**src/rtl/csr_pkg.sv**
```systemverilog
// Shared types and constants for the convergence stop rule core.
// Holds the register map, the microcode word layout and the control program.
// Depends on nothing; used by convergence_stop_rule_core.
package csr_pkg;

	localparam int ADDR_W = 4;
	localparam int DATA_W = 32;
	localparam int FIT_W  = 64;
	localparam int CNT_W  = 16;
	localparam int OGEN_W = 16;
	localparam int OVAR_W = 31;

	localparam logic [1:0] REG_METHOD    = 2'd0;
	localparam logic [1:0] REG_MAX_GEN   = 2'd1;
	localparam logic [1:0] REG_SIM_LIMIT = 2'd2;
	localparam logic [1:0] REG_TOLERANCE = 2'd3;

	localparam logic [0:0]        RST_METHOD    = 1'b0;
	localparam logic [CNT_W-1:0]  RST_MAX_GEN   = 16'd200;
	localparam logic [CNT_W-1:0]  RST_SIM_LIMIT = 16'd5;
	localparam logic [DATA_W-1:0] RST_TOLERANCE = 32'd42950;
	localparam logic [FIT_W-1:0]  Q_MAX         = 64'h7FFF_FFFF_FFFF_FFFF;

	localparam logic METHOD_DOUBLEBOX  = 1'b0;
	localparam logic METHOD_SIMILARITY = 1'b1;

	localparam int MIN_GEN = 5;

	typedef logic [3:0] pc_t;

	localparam logic [3:0] OP_NOP   = 4'd0;
	localparam logic [3:0] OP_DIFF  = 4'd1;
	localparam logic [3:0] OP_COUNT = 4'd2;
	localparam logic [3:0] OP_DIV   = 4'd3;
	localparam logic [3:0] OP_MUL   = 4'd4;
	localparam logic [3:0] OP_VAR   = 4'd5;
	localparam logic [3:0] OP_BEST  = 4'd6;
	localparam logic [3:0] OP_SIM   = 4'd7;
	localparam logic [3:0] OP_EMIT  = 4'd8;

	localparam logic [2:0] C_NEVER   = 3'd0;
	localparam logic [2:0] C_ALWAYS  = 3'd1;
	localparam logic [2:0] C_NOIN    = 3'd2;
	localparam logic [2:0] C_SIM     = 3'd3;
	localparam logic [2:0] C_DIVMORE = 3'd4;
	localparam logic [2:0] C_OUTFREE = 3'd5;

	typedef struct packed {
		logic [3:0] op;
		logic [2:0] cond;
		pc_t        target;
	} ucode_t;

	localparam pc_t ST_WAIT  = 4'd0;
	localparam pc_t ST_DIFF  = 4'd1;
	localparam pc_t ST_COUNT = 4'd2;
	localparam pc_t ST_DIV   = 4'd3;
	localparam pc_t ST_MUL   = 4'd4;
	localparam pc_t ST_VAR   = 4'd5;
	localparam pc_t ST_BEST  = 4'd6;
	localparam pc_t ST_SIM   = 4'd7;
	localparam pc_t ST_EMIT  = 4'd8;
	localparam pc_t ST_HOLD  = 4'd9;

	localparam int UCODE_LEN = 10;

	localparam ucode_t UCODE [0:UCODE_LEN-1] = '{
		'{op: OP_NOP,   cond: C_NOIN,    target: ST_WAIT},
		'{op: OP_DIFF,  cond: C_SIM,     target: ST_SIM},
		'{op: OP_COUNT, cond: C_NEVER,   target: ST_WAIT},
		'{op: OP_DIV,   cond: C_DIVMORE, target: ST_DIV},
		'{op: OP_MUL,   cond: C_NEVER,   target: ST_WAIT},
		'{op: OP_VAR,   cond: C_NEVER,   target: ST_WAIT},
		'{op: OP_BEST,  cond: C_ALWAYS,  target: ST_EMIT},
		'{op: OP_SIM,   cond: C_NEVER,   target: ST_WAIT},
		'{op: OP_EMIT,  cond: C_OUTFREE, target: ST_WAIT},
		'{op: OP_NOP,   cond: C_ALWAYS,  target: ST_EMIT}
	};

endpackage

```
**src/rtl/convergence_stop_rule_core.sv**
```systemverilog
// Convergence stop rule core: doublebox variance and similarity run stopping rules.
// In doublebox mode a restoring divider, one quotient bit a cycle, forms the improvement
// ratio; the similarity rule skips the divider.
// A new item is taken only once the previous one has reached the output register.
// Reset clears all counters, sets both stored bests to the largest value and loads
// the register defaults; a new item is taken while the previous result still waits.
module convergence_stop_rule_core
	import csr_pkg::*;
#(
	parameter int GEN_WIDTH = 16,
	parameter int FRAC_BITS = 32
) (
	input  logic                clk,
	input  logic                arst_n,
	input  logic                psel,
	input  logic                penable,
	input  logic                pwrite,
	input  logic [ADDR_W-1:0]   paddr,
	input  logic [DATA_W-1:0]   pwdata,
	output logic [DATA_W-1:0]   prdata,
	output logic                pready,
	input  logic                item_valid,
	output logic                item_stall,
	input  logic [FIT_W-1:0]    best_fitness,
	output logic                result_valid,
	input  logic                result_stall,
	output logic                stop,
	output logic [OGEN_W-1:0]   generation_number,
	output logic [OVAR_W-1:0]   variance_level
);

	localparam int DEN_W = GEN_WIDTH + 1;
	localparam int REM_W = GEN_WIDTH + 2;
	localparam int IT_W  = $clog2(FRAC_BITS);
	localparam int CMP_W = (GEN_WIDTH > CNT_W) ? GEN_WIDTH : CNT_W;

	logic                   method_q;
	logic [CNT_W-1:0]       max_gen_q;
	logic [CNT_W-1:0]       sim_limit_q;
	logic [DATA_W-1:0]      tol_q;

	pc_t                    pc_q;
	ucode_t                 uw;
	logic                   jump;
	pc_t                    pc_next;

	logic [FIT_W-1:0]       fit_q;
	logic [GEN_WIDTH-1:0]   gen_q;
	logic [GEN_WIDTH-1:0]   imp_q;
	logic [FIT_W-1:0]       best_q;
	logic [FRAC_BITS-1:0]   slevel_q;
	logic [FIT_W-1:0]       simval_q;
	logic [CNT_W-1:0]       simcnt_q;
	logic [FIT_W-1:0]       diff_q;
	logic                   lt_q;
	logic [REM_W-1:0]       rem_q;
	logic [DEN_W-1:0]       den_q;
	logic [FRAC_BITS-1:0]   quo_q;
	logic [IT_W-1:0]        it_q;
	logic [2*FRAC_BITS-1:0] prod_q;
	logic [FRAC_BITS-1:0]   var_q;

	logic                   out_valid_q;
	logic                   stop_q;
	logic [OGEN_W-1:0]      gen_out_q;
	logic [OVAR_W-1:0]      var_out_q;

	logic                   accept;
	logic                   cfg_write;
	logic                   out_free;
	logic [FIT_W-1:0]       ref_val;
	logic                   fit_lt;
	logic                   counts;
	logic [GEN_WIDTH-1:0]   imp_next;
	logic [REM_W-1:0]       rem_shift;
	logic [REM_W-1:0]       den_ext;
	logic                   sub_ok;
	logic                   stop_now;
	logic [CMP_W-1:0]       gen_cmp;
	logic [DATA_W-1:0]      var_ext;

	assign pready     = 1'b1;
	assign cfg_write  = psel && penable && pwrite;
	assign accept     = item_valid && (pc_q == ST_WAIT);
	assign item_stall = (pc_q != ST_WAIT);
	assign out_free   = !out_valid_q || !result_stall;

	always_comb begin
		case (paddr[3:2])
			REG_METHOD:    prdata = DATA_W'(method_q);
			REG_MAX_GEN:   prdata = DATA_W'(max_gen_q);
			REG_SIM_LIMIT: prdata = DATA_W'(sim_limit_q);
			REG_TOLERANCE: prdata = tol_q;
			default:       prdata = '0;
		endcase
	end

	always_ff @(posedge clk or negedge arst_n) begin
		if (!arst_n) begin
			method_q    <= RST_METHOD;
			max_gen_q   <= RST_MAX_GEN;
			sim_limit_q <= RST_SIM_LIMIT;
			tol_q       <= RST_TOLERANCE;
		end else if (cfg_write) begin
			case (paddr[3:2])
				REG_METHOD:    method_q    <= pwdata[0];
				REG_MAX_GEN:   max_gen_q   <= pwdata[CNT_W-1:0];
				REG_SIM_LIMIT: sim_limit_q <= pwdata[CNT_W-1:0];
				REG_TOLERANCE: tol_q       <= pwdata;
				default:       ;
			endcase
		end
	end

	assign uw = UCODE[pc_q];

	always_comb begin
		case (uw.cond)
			C_NEVER:   jump = 1'b0;
			C_ALWAYS:  jump = 1'b1;
			C_NOIN:    jump = !accept;
			C_SIM:     jump = (method_q == METHOD_SIMILARITY);
			C_DIVMORE: jump = (it_q != IT_W'(FRAC_BITS - 1));
			C_OUTFREE: jump = out_free;
			default:   jump = 1'b0;
		endcase
		pc_next = jump ? uw.target : pc_q + pc_t'(1);
	end

	assign ref_val  = (method_q == METHOD_SIMILARITY) ? simval_q : best_q;
	assign fit_lt   = $signed(fit_q) < $signed(ref_val);
	assign counts   = (gen_q <= GEN_WIDTH'(1)) || (diff_q > FIT_W'(tol_q));
	assign imp_next = (counts && (imp_q != '1)) ? imp_q + GEN_WIDTH'(1) : imp_q;

	assign rem_shift = {rem_q[REM_W-2:0], 1'b0};
	assign den_ext   = REM_W'(den_q);
	assign sub_ok    = rem_shift >= den_ext;

	assign gen_cmp = CMP_W'(gen_q);
	always_comb begin
		if (method_q == METHOD_SIMILARITY) begin
			stop_now = simcnt_q >= sim_limit_q;
		end else begin
			stop_now = (var_q <= slevel_q) && (gen_q >= GEN_WIDTH'(MIN_GEN));
		end
		stop_now = stop_now || (gen_cmp >= CMP_W'(max_gen_q));
	end

	assign var_ext = DATA_W'(var_q);

	always_ff @(posedge clk or negedge arst_n) begin
		if (!arst_n) begin
			pc_q        <= ST_WAIT;
			gen_q       <= '0;
			imp_q       <= '0;
			best_q      <= Q_MAX;
			slevel_q    <= '0;
			simval_q    <= Q_MAX;
			simcnt_q    <= '0;
			it_q        <= '0;
			var_q       <= '0;
			out_valid_q <= 1'b0;
		end else begin
			pc_q <= pc_next;
			if (accept && (gen_q != '1)) begin
				gen_q <= gen_q + GEN_WIDTH'(1);
			end
			if ((uw.op == OP_EMIT) && out_free) begin
				out_valid_q <= 1'b1;
			end else if (out_valid_q && !result_stall) begin
				out_valid_q <= 1'b0;
			end
			case (uw.op)
				OP_COUNT: begin
					imp_q <= imp_next;
					it_q  <= '0;
				end
				OP_DIV: begin
					it_q <= it_q + IT_W'(1);
				end
				OP_VAR: begin
					var_q <= quo_q - prod_q[2*FRAC_BITS-1:FRAC_BITS];
				end
				OP_BEST: begin
					if (lt_q) begin
						best_q   <= fit_q;
						slevel_q <= var_q >> 1;
					end
				end
				OP_SIM: begin
					if (diff_q < FIT_W'(tol_q)) begin
						if (simcnt_q != '1) begin
							simcnt_q <= simcnt_q + CNT_W'(1);
						end
					end else begin
						simcnt_q <= '0;
					end
					simval_q <= fit_q;
					var_q    <= '0;
				end
				default: ;
			endcase
		end
	end

	always_ff @(posedge clk) begin
		if (accept) begin
			fit_q <= best_fitness;
		end
		case (uw.op)
			OP_DIFF: begin
				lt_q   <= fit_lt;
				diff_q <= fit_lt ? ref_val - fit_q : fit_q - ref_val;
			end
			OP_COUNT: begin
				rem_q <= REM_W'(imp_next);
				den_q <= DEN_W'(gen_q) + DEN_W'(1);
				quo_q <= '0;
			end
			OP_DIV: begin
				rem_q <= sub_ok ? rem_shift - den_ext : rem_shift;
				quo_q <= {quo_q[FRAC_BITS-2:0], sub_ok};
			end
			OP_MUL: begin
				prod_q <= quo_q * quo_q;
			end
			OP_EMIT: begin
				if (out_free) begin
					stop_q    <= stop_now;
					gen_out_q <= gen_cmp[OGEN_W-1:0];
					var_out_q <= var_ext[OVAR_W-1:0];
				end
			end
			default: ;
		endcase
	end

	assign result_valid      = out_valid_q;
	assign stop              = stop_q;
	assign generation_number = gen_out_q;
	assign variance_level    = var_out_q;

	a_accept_starts: assert property (@(posedge clk) disable iff (!arst_n)
		accept |=> (pc_q == ST_DIFF))
		else $error("Accepted item did not start the program.");

	a_imp_bound: assert property (@(posedge clk) disable iff (!arst_n)
		imp_q <= gen_q)
		else $error("Improvement count exceeds generation count.");

	a_var_bound: assert property (@(posedge clk) disable iff (!arst_n)
		var_q <= (FRAC_BITS'(1) << (FRAC_BITS - 2)))
		else $error("Variance above one quarter.");

	a_rem_bound: assert property (@(posedge clk) disable iff (!arst_n)
		(pc_q == ST_DIV) |-> (rem_q < den_ext))
		else $error("Divider remainder not below divisor.");

endmodule

```
**config.mk**
```make
export PLATFORM = sky130hd
export DESIGN_NAME = convergence_stop_rule_core
export DESIGN_NICKNAME = d
export VERILOG_FILES = /design/src/rtl/csr_pkg.sv /design/src/rtl/convergence_stop_rule_core.sv
export SDC_FILE = /design/constraint.sdc
export NUM_CORES = 2
export LEC_CHECK = 0
export ABC_CLOCK_PERIOD_IN_PS = 9800
export BUFFER_PORTS_ARGS = -buffer_cell sky130_fd_sc_hd__buf_2
export CORE_UTILIZATION = 35
export DETAILED_ROUTE_END_ITERATION = 10
export GPL_ROUTABILITY_DRIVEN = 0
export PLACE_DENSITY_LB_ADDON = 0.08
export SKIP_LAST_GASP = 1
export SLEW_MARGIN = 30
export SYNTH_ARGS = -nofsm -noshare
export SYNTH_HDL_FRONTEND = slang
export SYNTH_SLANG_ARGS = --single-unit
```
**constraint.sdc**
```tcl
create_clock -name clk -period 9.8 [get_ports clk]
set_clock_uncertainty 0.05 [all_clocks]
set_input_delay 1.47 -clock clk [delete_from_list [all_inputs] [get_ports clk]]
set_output_delay 1.47 -clock clk [all_outputs]
set_load 0.05 [all_outputs]
```
Word-level counts from Yosys, hierarchy flattened
Memory sizes are Yosys's and may differ from the RTL's.
Index checks and enable logic that the tools add are counted.
{"block": "totals", "inputBits": 107, "wordCells": 113, "rom_bits": 176, "mem_count": 1, "out_inout_bits": 83, "regBits": 621}
{"name": "(no name shown)", "words": 16, "word_bits": 11, "read_ports": 1, "rd_clocked_by_memory_dff": 0, "wr": 0, "line": "convergence_stop_rule_core.sv:115", "source": "assign uw = UCODE[pc_q];"}
{"block": "classes", "n_eq_ne": 21, "bitwise": 1, "add_sub_neg": 10, "n_mul": 1, "n_reduce_logical": 27, "n_mux": 18, "order_cmp": 10}
{"operator": "64-bit two-way mux", "n": 2}
{"operator": "32-bit case mux with 2 select lines", "n": 2}
{"operator": "32-bit case mux with 4 select lines", "n": 1}
{"operator": "64-bit subtractor", "n": 2}
{"operator": "64-bit by 32-bit greater-than comparator with 1-bit output", "n": 1}
{"operator": "64-bit by 32-bit less-than comparator with 1-bit output", "n": 1}
{"operator": "64-bit less-than comparator", "n": 1}
{"operator": "32-bit by 32-bit multiplier with 64-bit output", "n": 1}
{"operator": "16-bit by 1-bit adder with 16-bit output, second input constant", "n": 3}
{"operator": "16-bit two-way mux", "n": 3}
{"operator": "16-bit != test, second input constant", "n": 3}
{"operator": "17-bit case mux with 2 select lines", "n": 1}
{"operator": "16-bit greater-or-equal comparator", "n": 2}
{"operator": "32-bit by 31-bit less-or-equal comparator with 1-bit output", "n": 1}
{"operator": "32-bit subtractor", "n": 1}
{"operator": "11-bit two-way mux", "n": 2}
{"operator": "18-bit by 17-bit greater-or-equal comparator with 1-bit output", "n": 1}
{"operator": "16-bit by 1-bit adder with 17-bit output, second input constant", "n": 1}
{"operator": "17-bit two-way mux", "n": 1}
{"operator": "17-bit subtractor", "n": 1}
{"operator": "4-bit by 3-bit == test with 1-bit output, second input constant", "n": 4}
{"operator": "16-bit by 3-bit greater-or-equal comparator with 1-bit output, second input constant", "n": 1}
{"operator": "16-bit by 1-bit less-or-equal comparator with 1-bit output, second input constant", "n": 1}
{"operator": "2-bit AND reduction", "n": 7}
{"operator": "other kinds (25)", "n": 44}

Depth between registers and ports, before layout
{"block": "logic_depth", "ltp_word": 7, "mapped_depth": 31, "ltp_nobuf": 30}

Worst setup path before layout
Ideal clock, no wire load.
{"block": "synth_timing", "path_kind": "reg2reg", "from": "reg quo_q[3]", "to": "reg prod_q[56], data pin", "path_slack_ps": 1809, "period_less_slack_ps": 7991, "arrival_time_ps": 7683, "stages_incl_launch_ff": 31, "n_path_buf": 2, "path_cell_list": "edfxtp_1 clkbuf_1 clkbuf_1 nand2_1 fa_1 inv_1 fa_1 inv_1 fa_1 fa_1 inv_1 fa_1 inv_1 fa_1 inv_1 fa_1 inv_1 fa_1 inv_1 ha_1 nand2_1 nor4_1 nand4b_1 o22ai_1 nor3_1 o32ai_1 a21oi_1 a211oi_1 o21a_1 nor2_1 xnor2_1"}
{"block": "synth_via", "elab_chain_cells": 1}
{"element": "start, declared", "line": "convergence_stop_rule_core.sv:58", "source": "logic [FRAC_BITS-1:0] quo_q;"}
{"element": "start signal, assigned", "line": "convergence_stop_rule_core.sv:222", "source": "quo_q <= {quo_q[FRAC_BITS-2:0], sub_ok};"}
{"element": "32-bit by 32-bit multiplier with 64-bit output", "line": "convergence_stop_rule_core.sv:225", "source": "prod_q <= quo_q * quo_q;"}
{"element": "end signal, assigned", "line": "convergence_stop_rule_core.sv:225"}
{"element": "end, declared", "line": "convergence_stop_rule_core.sv:60", "source": "logic [2*FRAC_BITS-1:0] prod_q;"}
Every way passes these cells.
A chain may end at the register's enable or synchronous reset.

Worst setup path in the final report
{"block": "layout_timing", "from": "reg quo_q[12]", "to": "reg prod_q[57], data pin"}
Same word-level chain as after synthesis.

==> impl_metrics.json <==
{
  "rsz0062_at_grt": "false",
  "r2r.worst_path.cells": 24,
  "grtUsageTotal_pct": 20.7,
  "cts_made_buffers": 72,
  "ios": 190,
  "clock_latency_ns": 0.67,
  "die_area_um2": 182000,
  "ys_seq_elements": 589,
  "hold_viol_final": 0,
  "hpwlAfterDp_um": 148000,
  "cts_max_level": 3,
  "relSlewSlack_pct": 38.7,
  "num_vias": 44500,
  "async_flop_share_pct": 53.3,
  "gr-total-overflow": 0,
  "rr_startpoint": "quo_q[12]",
  "die_h_um": 427,
  "ys.flop_type": "edfxtp_1",
  "hp-start": "simval_q[11]",
  "clock.fmax_mhz": 109,
  "fin_tns_setup_ns": 0,
  "avgRoutedWirePerCell_um": 20.5,
  "rows": 155,
  "crit_path_max_incr_delay_ns": 0.85,
  "syn_area_um2": 63300,
  "core_um2": 179000,
  "port_buffers": 186,
  "worstPathArrival_ns": 9.49,
  "drive_gt1_share_pct": 10.4,
  "synth_mux_area_share_pct": 3.22,
  "ys_types": 87,
  "vias_per_cell": 4.91,
  "reg2reg_to": "prod_q[57]",
  "crit_buf_inv": 4,
  "start_kind": "register",
  "avgSynthCellArea_um2": 9.69,
  "syn_inst": 6530,
  "area_growth_pct": 9.97,
  "post_synth_fa_ha_maj_area_fraction_pct": 36.6,
  "slowest_stage": "edfxtp_1",
  "synth_edf_count": 275,
  "clockRootBuffer": "clkbuf_16",
  "end_kind": "register",
  "drt_iter0_drc": 2659,
  "cts-hold-fix-buffers": 0,
  "holdPathStages": 2,
  "cp_max_fo": 19,
  "synth_top_family_by_area": "adder cells",
  "critical_path_class": "register to register",
  "syn_nets": 8011,
  "antenna_found_initial": 11,
  "start_util_pct": 35.3,
  "grt_max_degree": 146,
  "cts_tree": "built",
  "wl_um": 186000,
  "grt_pass1_wl_um": 286000,
  "slew_violations": 0,
  "nNetsFinal": 8125,
  "firstDrtPassIters": 5,
  "drv_cap": 0,
  "synth-seq-area-share_pct": 25.8,
  "path_common_cell": "fa_1",
  "synth_compound_area_share_pct": 10.5,
  "post_cts.repair.setup_buffers": 0,
  "dieWidth_um": 427,
  "clockBufferDepth": 3,
  "yosys_warnings": 0,
  "ctsResizeCount": 0,
  "tightest_slew_ns": 0.920,
  "cts.sinks": 589,
  "min_period_ns": 9.14,
  "clk_pin_slew_ns": 0.06,
  "synthSimpleGateAreaFrac_pct": 11.0,
  "drc": 0,
  "required_ns": 10.14,
  "postRouteAntennaNets": 0,
  "path_delay_family": "adder cells",
  "hold_path_end": "simval_q[11]",
  "setup_viol": 0,
  "rrSetupSlack_ns": 0.66,
  "first_global_vias": 46900,
  "outcome": "finished, final reports clean",
  "synth_xor_area_share_pct": 3.39,
  "hold_class": "register to register",
  "cp_cell_sequence": "buf_4 > and2_1 > fa_1 > fa_1 > inv_1 > fa_1 > fa_1 > inv_1 > fa_1 > fa_1 > fa_1 > fa_1 > ha_1 > a21oi_1 > nor2_1 > nor4b_1 > a21oi_1 > nor3_1 > o32ai_1 > buf_4 > a21oi_1 > a211oi_1 > o41ai_1 > xnor2_1",
  "period_share_pct": 93.3
}
==> through the flow <==
stage	std cells	worst slack (ns)	hold slack, ns	util, %	area [um2]
4_1_cts	9054	0.747	0.432	38.8	69500
5_1_grt	9057	0.311	0.448	38.9	69600
6_report	9061	0.658	0.427	38.9	69600
2_1_floorplan	6530	1.81	0.395	-	63300
3_5_place_dp	8922	0.769	0.424	37.5	67100
3_3_place_gp	8916	0.648	0.406	37.4	67000
==> placed cells by master (no fill, tap or decap), types with 40 or more instances in the layout <==
| cell type | Yosys | layout |
|---|---|---|
| inv_1 | 1327 | 1325 |
| fa_1 | 796 | 796 |
| nand2_1 | 594 | 593 |
| ha_1 | 578 | 578 |
| o21ai_0 | 334 | 334 |
| a21oi_1 | 301 | 300 |
| edfxtp_1 | 275 | 275 |
| nor2_1 | 241 | 237 |
| and2_1 | 228 | 227 |
| buf_2 | 16 | 185 |
| dfrtp_1 | 174 | 173 |
| xnor2_1 | 140 | 140 |
| dfstp_2 | 140 | 140 |
| a21o_1 | 130 | 130 |
| xor2_1 | 102 | 102 |
| mux2i_1 | 99 | 99 |
| buf_4 | 2 | 96 |
| mux2_2 | 91 | 91 |
| nand4_1 | 80 | 80 |
| clkbuf_16 | 0 | 76 |
| nor3_1 | 58 | 58 |
| nand3_1 | 58 | 57 |
| and3_1 | 56 | 56 |
| nor2b_1 | 45 | 45 |
| o21bai_1 | 42 | 42 |
| a22o_1 | 40 | 40 |
==> per-layer routing <==
metal | vias up | wire length [um] | part of all wire [%] | GRT usage [%]
li1 | 21200 | - | - | -
met1 | 22300 | 86900 | 47 | 28.9
met2 | 743 | 85800 | 46 | 33.5
met3 | 193 | 7060 | 3.8 | 2.82
met4 | 2 | 5720 | 3.1 | 5.48
met5 | - | 9 | 0.0049 | 0
==> final cells by class <==
type	instances	area, um2
multi-input cells	4354	41000
fillers	18100	109000
clock buffers	100	2080
repair buffers	296	1890
inverters	1331	5000
clock inverters	32	315
well taps	2355	2950
flip-flops and latches	589	16300
diodes	4	10.0
==> cell usage after synthesis, drive strengths merged (10+ instances only) <==
cell type / count / area [um2]
nand2: 594 / 2230
buf: 31 / 151
nand4: 80 / 500
edfxtp: 275 / 8260
mux2i: 99 / 991
nor2: 241 / 905
nand3: 58 / 290
nor3: 58 / 290
or2: 15 / 93.9
mux2: 91 / 1020
xnor2: 140 / 1230
o21a: 30 / 225
inv: 1329 / 4990
dfstp: 140 / 3680
o211ai: 14 / 105
fa: 796 / 15900
o21ai: 348 / 1760
nor2b: 45 / 282
o21bai: 42 / 315
dfrtp: 174 / 4350
a21o: 130 / 976
a211oi: 26 / 195
ha: 578 / 7230
or3: 15 / 93.8
and3: 56 / 350
a31o: 13 / 114
and2: 230 / 1440
a21oi: 302 / 1520
nor4: 22 / 138
o31ai: 15 / 113
xor2: 103 / 921
a22o: 40 / 350
nand2b: 31 / 194
a31oi: 30 / 188
a221oi: 10 / 87.6
clkbuf: 225 / 845
==> worst reg2reg max path, delay by kind of cell (launching register included) <==
kind	cells	cell delay, ns
compound gates	6	1.50
fa+ha+maj	9	4.31
flops	1	0.85
xor+xnor	1	0.11
simple gates	4	1.27
buf+inv	4	0.77
==> how the worst max path moves through the flow <==
stage / start / endpoint / slack [ns] / cells past startpoint
6_report: quo_q[12] / prod_q[57] / 0.66 / 24
5_1_grt: quo_q[11] / prod_q[56] / 0.31 / 29
4_1_cts: quo_q[15] / prod_q[57] / 0.75 / 23
3_5_place_dp: quo_q[15] / prod_q[57] / 0.77 / 23
3_3_place_gp: quo_q[19] / prod_q[57] / 0.65 / 27
2_1_floorplan: quo_q[3] / prod_q[56] / 1.81 / 30
==> cell families after synthesis <==
| group | Yosys count |
|---|---|
| compound gates | 1080 |
| mux | 191 |
| other cells | 1 |
| simple gates | 1465 |
| xor+xnor | 243 |
| flops | 589 |
| fa+ha+maj | 1374 |
| buf+inv | 1587 |
==> flip-flops by register name, indices dropped and copies added (netlist names), 32 cells and up <==
register  flops
tol_q        32
simval_q     64
var_ext      32
best_q       64
diff_q       64
fit_q        64
quo_q        32
prod_q       32
Power is not shown: default switching activity piles up to over one toggle a cycle in this logic, so the estimate is an artifact.
